===== config.mk =====
export PLATFORM = sky130hd
export DESIGN_NAME = vrp_rotate
export DESIGN_NICKNAME = d
export VERILOG_FILES = /design/src/rtl/core/vrp_pkg.sv /design/src/rtl/core/vrp_rotate.sv
export SDC_FILE = /design/constraint.sdc
export NUM_CORES = 2
export LEC_CHECK = 0
export BUFFER_PORTS_ARGS = -buffer_cell sky130_fd_sc_hd__clkbuf_2
export CORE_ASPECT_RATIO = 0.75
export CORE_MARGIN = 4
export CORE_UTILIZATION = 43
export CTS_CLUSTER_DIAMETER = 40
export DETAILED_ROUTE_END_ITERATION = 12
export GPL_TIMING_DRIVEN = 0
export REMOVE_ABC_BUFFERS = 1
export SYNTH_ARGS = -nofsm -noshare
export SYNTH_HDL_FRONTEND = slang
export SYNTH_SLANG_ARGS = --single-unit

===== constraint.sdc =====
create_clock -name clk -period 6 [get_ports clk]
set_clock_uncertainty 0.1 [all_clocks]
set_input_delay 0.3 -clock clk [delete_from_list [all_inputs] [get_ports clk]]
set_output_delay 0.3 -clock clk [all_outputs]
set_load 0.03 [all_outputs]

===== src/rtl/core/vrp_pkg.sv =====
`timescale 1ns / 1ps
// ----------------------------------------------------------------------------
// vrp_pkg
// Shared types, register indexes and reset values for the vertex rotate and
// project core.
// ----------------------------------------------------------------------------
package vrp_pkg;

    localparam int FRAC_BITS   = 8;
    localparam int TRIG_FRAC   = 14;
    localparam int TRIG_W      = 16;
    localparam int WHOLE_W     = 16;
    localparam int WHOLE_Q8_W  = WHOLE_W + FRAC_BITS;
    localparam int CFG_INDEX_W = 3;
    localparam int CFG_DATA_W  = 48;

    typedef enum logic [CFG_INDEX_W-1:0] {
        CFG_ROT_X = 3'd0,
        CFG_ROT_Y = 3'd1,
        CFG_ROT_Z = 3'd2,
        CFG_PIVOT = 3'd3,
        CFG_EYE   = 3'd4
    } cfg_index_t;

    // Cosine sits in the upper half of the register word.
    typedef struct packed {
        logic signed [TRIG_W-1:0] cos_q;
        logic signed [TRIG_W-1:0] sin_q;
    } trig_t;

    // Whole-unit point, x in the upper bits.
    typedef struct packed {
        logic signed [WHOLE_W-1:0] x;
        logic signed [WHOLE_W-1:0] y;
        logic signed [WHOLE_W-1:0] z;
    } vec3_t;

    typedef struct packed {
        logic sat;
        logic fault;
        logic neg_x;
        logic neg_y;
    } proj_flags_t;

    localparam logic [31:0] ROT_TRIG_RESET = 32'h3F7F_0805;
    localparam logic [47:0] PIVOT_RESET    = 48'h0000_0032_003C;
    localparam logic [47:0] EYE_RESET      = 48'h0000_0000_FF9C;

    function automatic logic signed [WHOLE_Q8_W-1:0] to_q8(input logic signed [WHOLE_W-1:0] v);
        return $signed({v, {FRAC_BITS{1'b0}}});
    endfunction

endpackage


===== src/rtl/core/vrp_rotate.sv =====
`timescale 1ns / 1ps
// ----------------------------------------------------------------------------
// vrp_rotate
// Two-stage planar rotation: a' = a*c - b*s, b' = a*s + b*c, rounded half up
// from Q.22 to Q.8. A third coordinate rides along unchanged.
// ----------------------------------------------------------------------------
module vrp_rotate
    import vrp_pkg::*;
#(
    parameter int IW = 25,
    parameter int PW = 25
)
(
    input  logic                 clk,
    input  logic                 rst_n,
    input  logic                 en,
    input  logic                 in_valid,
    input  trig_t                trig,
    input  logic signed [IW-1:0] a,
    input  logic signed [IW-1:0] b,
    input  logic [PW-1:0]        pass_in,
    output logic                 out_valid,
    output logic signed [IW+2:0] a_rot,
    output logic signed [IW+2:0] b_rot,
    output logic [PW-1:0]        pass_out
);

    localparam int PRW = IW + TRIG_W;
    localparam int SW  = PRW + 1;
    localparam logic signed [SW-1:0] HALF = SW'(2 ** (TRIG_FRAC - 1));

    logic signed [TRIG_W-1:0] c_q;
    logic signed [TRIG_W-1:0] s_q;
    logic signed [PRW-1:0] ac_reg, bs_reg, as_reg, bc_reg;
    logic signed [PRW-1:0] ac_next, bs_next, as_next, bc_next;
    logic [PW-1:0] pass1_reg;
    logic vld1_reg;
    logic signed [SW-1:0] a_sum, b_sum;
    logic signed [IW+2:0] a_rot_reg, b_rot_reg;
    logic signed [IW+2:0] a_rot_next, b_rot_next;
    logic [PW-1:0] pass2_reg;
    logic vld2_reg;

    assign c_q = trig.cos_q;
    assign s_q = trig.sin_q;

    always_comb
    begin
        ac_next = a * c_q;
        bs_next = b * s_q;
        as_next = a * s_q;
        bc_next = b * c_q;
    end

    always_comb
    begin
        a_sum = SW'(ac_reg) - SW'(bs_reg) + HALF;
        b_sum = SW'(as_reg) + SW'(bc_reg) + HALF;
        // Dropping the fraction bits of a two's complement value is a floor.
        a_rot_next = a_sum[SW-1:TRIG_FRAC];
        b_rot_next = b_sum[SW-1:TRIG_FRAC];
    end

    always_ff @(posedge clk or negedge rst_n)
    begin
        if (!rst_n)
        begin
            vld1_reg <= 1'b0;
            vld2_reg <= 1'b0;
        end
        else if (en)
        begin
            vld1_reg <= in_valid;
            vld2_reg <= vld1_reg;
        end
    end

    always_ff @(posedge clk)
    begin
        if (en)
        begin
            ac_reg    <= ac_next;
            bs_reg    <= bs_next;
            as_reg    <= as_next;
            bc_reg    <= bc_next;
            pass1_reg <= pass_in;
            a_rot_reg <= a_rot_next;
            b_rot_reg <= b_rot_next;
            pass2_reg <= pass1_reg;
        end
    end

    assign out_valid = vld2_reg;
    assign a_rot     = a_rot_reg;
    assign b_rot     = b_rot_reg;
    assign pass_out  = pass2_reg;

endmodule


==> flow_summary.yaml <==
timing:
  rsz0062_at_grt: "true"
  tightest_slew_ns: 0.870
  fmax_ghz: 0.165
  fin_crit_sh_pct: 101
  relSlewSlack_pct: 42.0
  fin_crit_ns: 6.07
  setup_viol: 5
  layout_setup_ws_ns: -0.0739
  slew_viol_final: 0
  fin_hold_ws_ns: 0.103
  hold_viol_final: 0
cells_and_area:
  nNetsFinal: 9614
  final_layout_size_suffix_gt1_share_pct: 9.99
  final_util_pct: 49.6
  multi_input_area_um2: 54600
  synthToLayoutAreaGrowth_pct: 14.5
  fill_cells: 14700
  ff_latch_area_um2: 8160
cts:
  cts_tree: "done"
  cts-htree-levels: 2
  clockBufferDepth: 3
  cts-root-buf: "clkbuf_16"
  cts_num_sinks: 272
  cts_buffers: 60
  clk_pin_slew_ns: 0.05
  clkLatencyLatePin_ns: 0.71
routing:
  wl_met1_mm: 93.4
  vias_per_cell: 5.32
  ant_nets: 0
  top_layer: "met5"
  wl_met2_mm: 88.3
  firstDrtPassIters: 6
  drc_errors: 0
  drtIter0Drc: 5014
  met3_length_mm: 32.4
  num_vias: 51000
  post_drt_wl_per_cell_um: 22.9
  wl_mm: 220
synthesis:
  synth_common_cells: "1,831 x inv_1, 1,552 x fa_1, 927 x nand2_1, 638 x and2_1, 558 x ha_1"
  ys.warnings.count: 0
  avgSynthCellArea_um2: 9.55
  synth_area_um2: 69400
  synthArstFlopShare_pct: 0.735
  synth_edf_count: 270
  synth_top_area_share_pct: 44.8
  yosysTopAreaCell: "fa_1"
  synth_area_leaders: "fa_1 45%, edfxtp_1 12%, ha_1 10%"
  yosysMostFrequentCell: "inv_1"
  ys_seq_area_share_pct: 11.8
  ys_types: 73
  synth_seq_cells: 272
  synth_ff_type: "edfxtp_1"
  synthCells: 7265
critical_path:
  critPathCaptureType: "flip-flop"
  crit_required_ns: 6.34
  crit_fanout: 13
  crit_type: "input pin to flip-flop"
  arrival_ns: 6.41
  reg2regPathDepth: 12
  crit_path_start_kind: "input pin"
die:
  core-area_um2: 160000
  die_w_um: 472
  placementRows: 127
  num_io_pins: 193
  floorplan.die_area_um2: 168000
  die_h_um: 356
  start_util_pct: 43.3
global_routing:
  grt_max_degree: 109
  antenna_found_initial: 24
  grt_use_total_pct: 23.6
  grt_overflow: 0
  grt_pass1_vias: 51700
  grt_pass1_wl_mm: 304
status:
  outcome: "finished with violations"
  violations: "setup timing"
job:
  drv_cap: 0
placed_design:
  gp_congestion: 0.833
  port_buffers: 192
  hpwl_mm: 124
hold_path:
  hold_path_depth: 2
  hold_path.class: "input pin to flip-flop"
## path summary, 6_finish.rpt
kind,from,to,slack (ns)
worst max register to register,bc_reg[11]$_DFFE_PP_,b_rot[27]$_DFFE_PP_,1.26
worst min-delay path,b[0],bc_reg[0]$_DFFE_PP_,0.10
max in group asynchronous,rst_n,vld1_reg$_DFFE_PN0P_,5.32
worst min register to register,pass1_reg[11]$_DFFE_PP_,pass_out[11]$_DFFE_PP_,0.32
worst max-delay path,trig[19],ac_reg[37]$_DFFE_PP_,-0.07
min in group asynchronous,rst_n,out_valid$_DFFE_PN0P_,0.36
## layout make-up
class	count	area share, %
multi-input combinational	4835	68.8
sequential	272	10.3
inverter	1831	8.70
timing repair buffer	392	6.10
tap	2128	3.35
clock buffer	60	1.89
clock inverter	53	0.867
antenna	12	0.0378
timing repair inverter	1	0.0110
## worst max-delay path: stages
cell and delay (ns):
clkbuf_16 0.17, and2_4 0.17, fa_1 0.54, inv_1 0.06, fa_1 0.50, inv_1 0.05, fa_1 0.49, inv_2 0.04
fa_1 0.56, fa_2 0.46, fa_1 0.53, inv_2 0.05, ha_4 0.28, nand4_1 0.27, nor2_4 0.23, a21boi_4 0.33
o2111ai_4 0.20, a21boi_4 0.30, a221oi_4 0.14, o31ai_4 0.32, buf_4 0.16, nor2_2 0.04, xnor2_2 0.16
## cells in the final DEF (no fill, tap or decap), types with 12 or more instances in the layout
cell type	synthesis	routed
nand2b_1	46	46
xor2_1	53	53
clkbuf_8	0	21
a21oi_1	157	132
o21ai_0	84	76
buf_8	0	13
a211oi_1	30	21
inv_2	0	12
a21oi_2	1	18
nand2_1	927	913
inv_1	1831	1817
nor2_1	177	165
edfxtp_1	270	270
o21bai_1	39	34
buf_6	0	54
nand4_1	19	19
and3_1	20	20
fa_1	1552	1525
buf_4	0	65
clkbuf_2	0	109
ha_1	558	513
a21o_1	94	94
clkbuf_16	0	135
ha_2	0	15
nand2_2	0	12
diode_2	0	12
nand3_1	25	22
xnor2_1	161	159
o21a_1	30	29
fa_2	0	27
and2_1	638	596
nor3_1	36	33
and2_4	1	43
dlygate4sd3_1	0	30
nor2b_1	23	23
buf_12	0	16
ha_4	0	30
o211ai_1	14	14
## repair_timing
action,in CTS,in global routing
endpoints found under the hold margin,30,2
cloned,37,54
endpoints found under the setup margin,94,44
pin swaps,55,148
gates resized for setup,379,253
setup buffers,26,52
hold buffers,29,1
## per-layer routing
layer,global-route usage [%],vias to the layer above
li1,-,21800
met1,36.0,26100
met2,33.6,2721
met3,6.26,318
met4,4.75,8
met5,0,-
## cells by family (layout without fill, tap and decap cells)
group	Yosys count	count (layout)	share of synthesized area [%]
other	0	12	0
AO/OA/AOI/OAI	559	559	5.41
multiplexers	2	2	0.0325
adder cells (fa/ha/maj)	2110	2110	54.9
buffers and inverters	2158	2337	11.7
flip-flops	272	272	11.8
AND/OR/NAND/NOR	1950	1950	13.6
XOR/XNOR	214	214	2.70
## stage by stage
| stage | setup slack, ns | area [um^2] | std cells | TNS [ns] |
|---|---|---|---|---|
| after floorplan | -0.532 | 68100 | 6938 | -10.99 |
| after global placement | -3.37 | 71800 | 9258 | -334.95 |
| after detailed placement | -2.94 | 71900 | 9262 | -166.74 |
| after CTS | 0.000370 | 77300 | 9466 | 0 |
| after global routing | -0.187 | 79400 | 9572 | -1.64 |
| final | -0.0739 | 79400 | 9584 | -0.223 |
Power is not shown: default switching activity piles up to over one toggle a cycle in this logic, so the estimate is an artifact.
