## src/rtl/core/vrp_pkg.sv

```systemverilog
`timescale 1ns / 1ps
// ----------------------------------------------------------------------------
// vrp_pkg
// Shared types, register indexes and reset values for the vertex rotate and
// project core.
// ----------------------------------------------------------------------------
package vrp_pkg;

    localparam int FRAC_BITS   = 8;
    localparam int TRIG_FRAC   = 14;
    localparam int TRIG_W      = 16;
    localparam int WHOLE_W     = 16;
    localparam int WHOLE_Q8_W  = WHOLE_W + FRAC_BITS;
    localparam int CFG_INDEX_W = 3;
    localparam int CFG_DATA_W  = 48;

    typedef enum logic [CFG_INDEX_W-1:0] {
        CFG_ROT_X = 3'd0,
        CFG_ROT_Y = 3'd1,
        CFG_ROT_Z = 3'd2,
        CFG_PIVOT = 3'd3,
        CFG_EYE   = 3'd4
    } cfg_index_t;

    // Cosine sits in the upper half of the register word.
    typedef struct packed {
        logic signed [TRIG_W-1:0] cos_q;
        logic signed [TRIG_W-1:0] sin_q;
    } trig_t;

    // Whole-unit point, x in the upper bits.
    typedef struct packed {
        logic signed [WHOLE_W-1:0] x;
        logic signed [WHOLE_W-1:0] y;
        logic signed [WHOLE_W-1:0] z;
    } vec3_t;

    typedef struct packed {
        logic sat;
        logic fault;
        logic neg_x;
        logic neg_y;
    } proj_flags_t;

    localparam logic [31:0] ROT_TRIG_RESET = 32'h3F7F_0805;
    localparam logic [47:0] PIVOT_RESET    = 48'h0000_0032_003C;
    localparam logic [47:0] EYE_RESET      = 48'h0000_0000_FF9C;

    function automatic logic signed [WHOLE_Q8_W-1:0] to_q8(input logic signed [WHOLE_W-1:0] v);
        return $signed({v, {FRAC_BITS{1'b0}}});
    endfunction

endpackage

```

## src/rtl/core/vrp_result.sv

```systemverilog
`timescale 1ns / 1ps
// ----------------------------------------------------------------------------
// vrp_result
// Applies signs to the quotients, clamps them, packs the result and holds it
// in a two-entry output buffer that also sets the pipeline advance.
// ----------------------------------------------------------------------------
module vrp_result
    import vrp_pkg::*;
#(
    parameter int COORD_WIDTH = 24,
    parameter int NB          = 50
)
(
    input  logic                                        clk,
    input  logic                                        rst_n,
    input  logic                                        in_valid,
    input  logic [NB-1:0]                               quo_x,
    input  logic [NB-1:0]                               quo_y,
    input  logic signed [COORD_WIDTH-1:0]               rx,
    input  logic signed [COORD_WIDTH-1:0]               ry,
    input  logic signed [COORD_WIDTH-1:0]               rz,
    input  proj_flags_t                                 flags,
    output logic                                        advance,
    output logic                                        m_tvalid,
    input  logic                                        m_tready,
    output logic [((5*COORD_WIDTH+7)/8)*8-1:0]          m_tdata,
    output logic [1:0]                                  m_tuser
);

    localparam int W     = COORD_WIDTH;
    localparam int DATAW = ((5 * W + 7) / 8) * 8;
    localparam int ITEMW = 5 * W + 2;

    logic [W-1:0] px, py;
    logic ovf_x, ovf_y;
    logic [ITEMW-1:0] item;
    logic [ITEMW-1:0] buf0_reg, buf1_reg, buf0_next, buf1_next;
    logic [1:0] cnt_reg, cnt_next;
    logic push, pop;

    always_comb
    begin
        // Negative quotients may reach the magnitude of the most negative code.
        if (flags.neg_x)
        begin
            ovf_x = (|quo_x[NB-1:W]) || (quo_x[W-1] && (|quo_x[W-2:0]));
            px    = ovf_x ? {1'b1, {(W-1){1'b0}}} : W'(-quo_x[W-1:0]);
        end
        else
        begin
            ovf_x = |quo_x[NB-1:W-1];
            px    = ovf_x ? {1'b0, {(W-1){1'b1}}} : quo_x[W-1:0];
        end
        if (flags.neg_y)
        begin
            ovf_y = (|quo_y[NB-1:W]) || (quo_y[W-1] && (|quo_y[W-2:0]));
            py    = ovf_y ? {1'b1, {(W-1){1'b0}}} : W'(-quo_y[W-1:0]);
        end
        else
        begin
            ovf_y = |quo_y[NB-1:W-1];
            py    = ovf_y ? {1'b0, {(W-1){1'b1}}} : quo_y[W-1:0];
        end
        if (flags.fault)
        begin
            px    = '0;
            py    = '0;
            ovf_x = 1'b0;
            ovf_y = 1'b0;
        end
        item = {flags.sat | ovf_x | ovf_y, flags.fault, py, px, rz, ry, rx};
    end

    assign advance = !cnt_reg[1];
    assign push    = advance && in_valid;
    assign pop     = (cnt_reg != 2'd0) && m_tready;

    always_comb
    begin
        buf0_next = buf0_reg;
        buf1_next = buf1_reg;
        if (pop)
        begin
            buf0_next = buf1_reg;
        end
        if (push)
        begin
            if ((cnt_reg == 2'd0) || pop)
            begin
                buf0_next = item;
            end
            else
            begin
                buf1_next = item;
            end
        end
        cnt_next = 2'(cnt_reg + {1'b0, push} - {1'b0, pop});
    end

    always_ff @(posedge clk or negedge rst_n)
    begin
        if (!rst_n)
        begin
            cnt_reg <= 2'd0;
        end
        else
        begin
            cnt_reg <= cnt_next;
        end
    end

    always_ff @(posedge clk)
    begin
        buf0_reg <= buf0_next;
        buf1_reg <= buf1_next;
    end

    assign m_tvalid = (cnt_reg != 2'd0);
    assign m_tdata  = DATAW'(buf0_reg[5*W-1:0]);
    assign m_tuser  = buf0_reg[ITEMW-1:5*W];

endmodule

```

## config.mk

```make
export PLATFORM = sky130hd
export DESIGN_NAME = vrp_result
export DESIGN_NICKNAME = d
export VERILOG_FILES = /design/src/rtl/core/vrp_pkg.sv /design/src/rtl/core/vrp_result.sv
export SDC_FILE = /design/constraint.sdc
export NUM_CORES = 1
export LEC_CHECK = 0
export BUFFER_PORTS_ARGS = -buffer_cell sky130_fd_sc_hd__buf_2
export CORE_UTILIZATION = 47
export CTS_BUF_LIST = sky130_fd_sc_hd__clkbuf_16
export DETAILED_ROUTE_END_ITERATION = 6
export PLACE_DENSITY_LB_ADDON = 0.2
export RECOVER_POWER = 50
export SLEW_MARGIN = 15
export SYNTH_ARGS = -nofsm -noshare
export SYNTH_HDL_FRONTEND = slang
export SYNTH_SLANG_ARGS = --single-unit
export TNS_END_PERCENT = 20
```

## constraint.sdc

```tcl
create_clock -name clk -period 9.6 [get_ports clk]
set_input_delay 0.96 -clock clk [delete_from_list [all_inputs] [get_ports clk]]
set_output_delay 0.96 -clock clk [all_outputs]
set_load 0.05 [all_outputs]
```

==> flow_metrics.env, run 1 <==
export IMPL_status="finished with violations"
export IMPL_violations="capacitance limit, slew limit"
export IMPL_worst_setup_path_start_kind="input port"
export IMPL_crit_start="m_tready"
export IMPL_die_x_um=153
export IMPL_row_count=54
export IMPL_synth_area_mm2=0.0107
export IMPL_clkTransAtPathRegs_ps=60
export IMPL_hold_viol_final=0
export IMPL_skew_ps=9.54
export IMPL_cp_end_kind="flip-flop"
export IMPL_grt_pass1_vias=8841
export IMPL_cp_num_buf_inv=4
export IMPL_reg2reg_slack_ps=4220
export IMPL_ys_types=59
export IMPL_ys_seq_area_share_pct=57.5
export IMPL_cts_root_buf="clkbuf_16"
export IMPL_initial_utilization_pct=48.5
export IMPL_utilization_pct=58.8
export IMPL_cts_setup_buffers=0
export IMPL_grt_usage_pct=24.2
export IMPL_drive_gt1_share_pct=13.6
export IMPL_avgSynthCellArea_um2=9.88
export IMPL_drt_iter0_drc=732
export IMPL_design_area_mm2=0.0130
export IMPL_r2r_cells=6
export IMPL_path_cells="buf_2 > o21ai_4 > clkbuf_1 > clkinvlp_2 > buf_4 > mux2i_1 > o32ai_1"
export IMPL_finalSetupViolations=0
export IMPL_yosys_most_used_dff="edfxtp_1"
export IMPL_die_area_mm2=0.0234
export IMPL_max_freq_ghz=0.185
export IMPL_p_total_mw=4.51
export IMPL_pwr_density_cell_mw_per_mm2=347
export IMPL_hpwl_um=19100
export IMPL_tightest_slew_ps=3390
export IMPL_drv_slew=113
export IMPL_cts_htree_levels=1
export IMPL_final_nets=1541
export IMPL_core_mm2=0.0221
export IMPL_clock_sinks=246
export IMPL_timing_slew_headroom_pct=-126
export IMPL_clk_latency_ps=510
export IMPL_ant_nets=0
export IMPL_gp_congestion=0.852
export IMPL_p_leak_nw=4.89
export IMPL_place_ws_ps=5660
export IMPL_yosys_warnings=0
export IMPL_drt_first_pass_iters=5
export IMPL_overflow=0
export IMPL_dp_cells=1608
export IMPL_viasPerCell=5.64
export IMPL_period_minus_slack_ps=5400
export IMPL_grt_pass1_wl_um=46400
export IMPL_holdBufCountCts=0
export IMPL_netlist_instances=1084
export IMPL_clock_path_buffers=3
export IMPL_grt_max_degree=103
export IMPL_crit_type="in -> reg"
export IMPL_drv_cap=2
export IMPL_syn_to_final_growth_pct=21.3
export IMPL_grt_antenna_before_repair=2
export IMPL_finalNonFillerCells=1658
export IMPL_numPortBuffers=303
export IMPL_path_max_fanout=71
export IMPL_rsz0062_at_grt="false"
export IMPL_cts_made_buffers=27
export IMPL_holdWs_ps=249
export IMPL_vias=9346
export IMPL_cp_slowest_cell="clkinvlp_2"
export IMPL_totalWireLength_um=28800
export IMPL_r2r_end="buf0_reg[80]$_DFF_P_"
export IMPL_die_y_um=153
export IMPL_synth_async_sr_flop_share_pct=0.813
export IMPL_ctsResizeCount=0
export IMPL_ioPinCount=304
export IMPL_wl_per_cell_um=17.4
export IMPL_critPathArrivalTime_ps=5760
export IMPL_place_area_mm2=0.0124
export IMPL_drc=0
export IMPL_setup_tns_final_ps=0
export IMPL_min_period_over_period_pct=56.2
export IMPL_final_setup_worst_slack_ps=4200
export IMPL_critPathMaxStageDelay_ps=2060
export IMPL_synth_nets=1268
export IMPL_tritoncts="yes"
export IMPL_r2r_start="cnt_reg[1]$_DFF_PN0_"
export IMPL_yosys_register_bits=246
export IMPL_critPathTopFamily="buffers and inverters"
export IMPL_synth_edf_count=122
export IMPL_ir_worst_vdd_mv=0.195
export IMPL_hp_class="in -> async"
export IMPL_critPathRequiredTime_ps=9970
==> synth_stat cells (3+ instances only) <==
library cell  count  area [um2]
edfxtp_1        122        3660
ha_1              4        50.1
and2_1            8        50.1
o211ai_1          5        37.5
clkbuf_1         60         225
or2_2             9        56.3
o31a_1            9        78.8
a31oi_1          86         538
o32ai_1          16         140
o21ai_0          13        65.1
nand2_1         205         769
a21oi_1          31         155
and3_1            9        56.3
nor4_1           23         144
nand3_1          19        95.1
nor2_1          126         473
or4_4             3        33.8
o22ai_1          29         181
buf_2             3        15.0
o31ai_1           6        45.0
dfxtp_1         122        2440
nand4_1          12        75.1
mux2i_1          42         420
o21a_1            3        22.5
nand4b_1          3        26.3
nand2b_1          6        37.5
or4_1            10        75.1
or3_1             9        56.3
inv_1            17        63.8
nor3_1           33         165
==> layer usage <==
| layer | vias to the layer above | track usage [%] | share of wire (%) |
|---|---|---|---|
| li1 | 4560 | - | - |
| met3 | 29 | 4.31 | 7.0 |
| met5 | - | 0 | 0.045 |
| met2 | 404 | 39.9 | 46 |
| met1 | 4351 | 33.4 | 46 |
| met4 | 2 | 5.15 | 1.0 |
==> cells in the final DEF, fill, tap and decap left out, drive strengths merged, types with 3 or more instances in the layout <==
master and n:
nand4 12, nor4 24, nand2b 6, o211ai 5
clkinv 16, nor2 126, buf 124, inv 20
and3 9, or3 9, or2 9, and2 8
nand4b 3, a31oi 86, nor3 33, o32ai 16
o41ai 3, dfxtp 122, ha 4, o31a 9
o22ai 29, edfxtp 122, nand3 20, nand2 205
a21oi 31, o21a 3, clkbuf 214, or4 13
o31ai 6, o21ai 14, mux2i 42
==> where the power goes <==
part / switching (mW) / internal, mW
logic: 1.51 / 0.401
clock network: 0.405 / 0.551
registers: 0.172 / 1.47
total: 2.09 / 2.42
==> worst max-delay path by stage <==
stage	endpoint	slack, ps	cells after the start
6_report	buf0_reg[80]$_DFF_P_	4200	7
5_1_grt	buf0_reg[88]$_DFF_P_	3830	6
4_1_cts	buf0_reg[86]$_DFF_P_	6180	6
3_5_place_dp	buf0_reg[86]$_DFF_P_	5660	6
3_3_place_gp	buf0_reg[94]$_DFF_P_	5730	6
2_1_floorplan	buf1_reg[0]$_DFFE_PP_	3260	2
==> kinds of logic (layout without fill, tap and decap cells) <==
| family | after synthesis | in the layout | synth area share (%) |
|---|---|---|---|
| and+or+nand+nor | 485 | 485 | 20.8 |
| DFF | 246 | 246 | 57.5 |
| AOI/OAI and AO/OA | 220 | 220 | 14.0 |
| buffers and inverters | 84 | 377 | 3.12 |
| muxes | 43 | 43 | 4.03 |
| adders and majority gates | 4 | 4 | 0.467 |
| xor gates and xnor gates | 2 | 2 | 0.164 |
| other | 0 | 1 | 0 |
==> final cells by class <==
type / count / area (um2)
Clock inverter: 21 / 118
Clock buffer: 28 / 701
Sequential cell: 246 / 6160
Timing Repair Buffer: 310 / 1330
Fill cell: 2032 / 9110
Multi-Input combinational cell: 754 / 4260
Tap cell: 280 / 350
Antenna cell: 1 / 2.50
Inverter: 18 / 68.8
No activity file was read; power rests on OpenSTA's default activity.
==> run 2: changes to the inputs <==
--- a/config.mk
+++ b/config.mk
@@ -5,8 +5,9 @@
 export SDC_FILE = /design/constraint.sdc
 export NUM_CORES = 1
 export LEC_CHECK = 0
+export ABC_AREA = 1
 export BUFFER_PORTS_ARGS = -buffer_cell sky130_fd_sc_hd__buf_2
-export CORE_UTILIZATION = 47
+export CORE_UTILIZATION = 48
 export CTS_BUF_LIST = sky130_fd_sc_hd__clkbuf_16
 export DETAILED_ROUTE_END_ITERATION = 6
 export PLACE_DENSITY_LB_ADDON = 0.2
==> constraint.sdc (replaced) <==
create_clock -name clk -period 4.8 [get_ports clk]
set_input_delay 0.48 -clock clk [delete_from_list [all_inputs] [get_ports clk]]
set_output_delay 0.48 -clock clk [all_outputs]
set_load 0.05 [all_outputs]
==> run 2 against run 1 <==
The run still ends with capacitance limit, slew limit left. Total power up 100%. Synthesized cell count up 30%. Combinational power up 110%. Critical path depth down 2. Sequential power up 100%. Area after synthesis up 9.6%. Worst setup slack worse by 2600 ps. Non-clock buffer count up 4. Sequential share of layout area down 3.5 points. Critical path type unchanged. Largest power group unchanged. Highest routed layer is now met4.
==> flow_metrics.env, run 2 <==
export IMPL_reg2reg_slack_ps=1960
export IMPL_synth_async_sr_flop_share_pct=0.813
export IMPL_drive_gt1_share_pct=15.1
export IMPL_row_count=56
export IMPL_rsz0062_at_grt="false"
export IMPL_n_antenna_cell=0
export IMPL_yosysTopAreaCell="edfxtp_1"
export IMPL_r2r_cells=10
export IMPL_path_max_fanout=34
export IMPL_met2_usage_pct=39.8
export IMPL_worst_setup_path_start_kind="input port"
export IMPL_vias=10600
export IMPL_cp_slowest_cell="clkbuf_1"
export IMPL_clock_path_buffers=3
export IMPL_cts_root_buf="clkbuf_16"
export IMPL_r2r_start="cnt_reg[0]$_DFF_PN0_"
export IMPL_hp_class="in -> reg"
export IMPL_status="finished with violations"
export IMPL_die_y_um=158
export IMPL_wl_per_cell_um=15.5
export IMPL_yosys_most_used_dff="edfxtp_1"
export IMPL_final_cell_mix="353 x nand2_1, 207 x nor2_1, 184 x clkbuf_1"
export IMPL_fillers=2272
export IMPL_cts_htree_levels=1
export IMPL_tightest_slew_ps=1960
export IMPL_grt_max_degree=99
export IMPL_whs_path_depth=1
export IMPL_hold_viol_final=0
export IMPL_avgSynthCellArea_um2=8.35
export IMPL_cp_end_kind="flip-flop"
export IMPL_cts_setup_buffers=0
export IMPL_synth_nets=1590
export IMPL_multiInputGateArea_mm2=0.00488
export IMPL_max_freq_ghz=0.317
export IMPL_path_cells="clkbuf_1 > inv_1 > nand2_1 > inv_1 > and2_1"
export IMPL_period_minus_slack_ps=3160
export IMPL_ys_seq_area_share_pct=52.5
export IMPL_synth_commonest_cells="353 x nand2_1, 206 x nor2_1, 122 x dfxtp_1, 122 x edfxtp_1, 89 x a31oi_1"
export IMPL_holdWs_ps=154
export IMPL_crit_type="in -> reg"
export IMPL_die_area_mm2=0.0251
export IMPL_critPathMaxStageDelay_ps=1380
export IMPL_finalNonFillerCells=2017
export IMPL_cpMostUsedCell="inv_1"
export IMPL_drv_cap=1
export IMPL_cts_made_buffers=26
export IMPL_initial_utilization_pct=49.4
export IMPL_finalSetupViolations=0
export IMPL_drt_first_pass_iters=7
export IMPL_totalWireLength_um=31300
export IMPL_yosysTopAreaCellShare_pct=31.2
export IMPL_clkTransAtPathRegs_ps=60
export IMPL_synth_area_top_cells="edfxtp_1 31%, dfxtp_1 21%, nand2_1 11%"
export IMPL_tritoncts="yes"
export IMPL_ioPinCount=304
export IMPL_ys_types=44
export IMPL_final_common_cell="nand2_1"
export IMPL_dp_cells=1968
export IMPL_grt_antenna_before_repair=0
export IMPL_regArea_mm2=0.00616
export IMPL_p_leak_nw=5.86
export IMPL_final_nets=1862
export IMPL_drc=0
export IMPL_min_from="rz[11]"
export IMPL_grt_pass1_vias=9673
export IMPL_use_met3_pct=4.84
export IMPL_yosys_warnings=0
export IMPL_pwr_density_cell_mw_per_mm2=658
export IMPL_min_to="buf1_reg[59]$_DFFE_PP_"
export IMPL_clock_sinks=246
export IMPL_ctsResizeCount=0
export IMPL_ir_worst_vdd_mv=0.452
export IMPL_yosys_register_bits=246
export IMPL_gp_congestion=0.969
export IMPL_hpwl_um=21500
export IMPL_setup_tns_final_ps=0
export IMPL_overflow=0
export IMPL_core_mm2=0.0238
export IMPL_drv_slew=35
export IMPL_violations="capacitance limit, slew limit"
export IMPL_clk_latency_ps=510
export IMPL_timing_slew_headroom_pct=-30.4
export IMPL_min_period_over_period_pct=65.8
export IMPL_grt_pass1_wl_um=48500
export IMPL_synth_area_mm2=0.0117
export IMPL_gr_max_usage_layer="met2"
export IMPL_ant_nets=0
export IMPL_skew_ps=6.84
export IMPL_synth_edf_count=122
export IMPL_viasPerCell=5.24
export IMPL_numPortBuffers=303
export IMPL_drt_iter0_drc=948
export IMPL_grtUsageMet1_pct=32.8
export IMPL_critPathArrivalTime_ps=3430
export IMPL_netlist_instances=1406
export IMPL_yosysMostFrequentCell="nand2_1"
export IMPL_syn_to_final_growth_pct=19.5
export IMPL_die_x_um=158
export IMPL_r2r_end="buf0_reg[110]$_DFF_P_"
export IMPL_grt_usage_pct=24.1
export IMPL_critPathRequiredTime_ps=5070
export IMPL_p_total_mw=9.22
-- run 2: cell count changes in the layout (fill, tap and decap cells not counted), sizes merged, moves of 20 or more --
cell / previous run / this run
o22ai: 29 / 1
nor4: 24 / 1
nand3: 20 / 90
nor2: 126 / 229
nand2: 205 / 364
o211ai: 5 / 30
inv: 20 / 102
nor3: 33 / 13
o21ai: 14 / 35
mux2i: 42 / 6
or2: 9 / 29
-- run 2: repair_timing --
action	4_1_cts	5_1_grt
hold endpoints to repair	2	0
hold buffers	1	0
endpoints found under the setup margin	0	0
-- run 2: per-layer routing --
metal,vias to the layer above,routed length [um]
li1,5247,-
met1,4892,14400
met2,395,14200
met3,39,2370
met4,0,348
met5,-,0
-- run 2: report_power, final --
part	internal (mW)	switching, mW	total (mW)
clock	1.15	0.806	1.96
combinational	0.795	3.17	3.97
sequential	2.93	0.363	3.29
-- run 2: cell type report --
cell class                 count  area share [%]
sequential                   246            43.9
multi-input combinational    991            34.8
timing repair buffer         314            9.78
clock buffer                  28            5.00
tap                          319            2.85
inverter                      99            2.68
clock inverter                20           0.999
-- run 2: cells by family after synthesis --
group                    count (synthesis)  share of synthesized area [%]
AND/OR/NAND/NOR                        768                           29.0
flip-flops                             246                           52.5
AO/OA/AOI/OAI                          191                           10.0
buffers and inverters                  169                           5.92
XOR/XNOR                                22                           1.64
multiplexers                             6                          0.512
adder cells (fa/ha/maj)                  4                          0.427
-- run 2: critical path: cells and delay by family --
kind,cells,cell delay [ps]
and+or+nand+nor,2,560
buffers and inverters,3,2380
-- run 2: worst max path at each step --
stage	to	start	cells after the start	slack [ps]
after CTS	buf0_reg[110]$_DFF_P_	cnt_reg[0]$_DFF_PN0_	10	1980
after detailed placement	buf0_reg[110]$_DFF_P_	m_tready	9	1910
after global placement	buf0_reg[92]$_DFF_P_	m_tready	9	1950
after global routing	buf1_reg[117]$_DFFE_PP_	flags[2]	5	1540
final	buf1_reg[117]$_DFFE_PP_	flags[2]	5	1640
after floorplan	buf1_reg[0]$_DFFE_PP_	cnt_reg[1]$_DFF_PN0_	3	400
-- run 2: metrics by stage --
stage / instance area [um2] / util (%) / worst slack, ps
after floorplan: 11700 / - / 404
after global placement: 13400 / 56.5 / 1950
after detailed placement: 13400 / 56.5 / 1910
after CTS: 14300 / 60.1 / 1980
after global routing: 14000 / 59.0 / 1540
final: 14000 / 59.0 / 1640
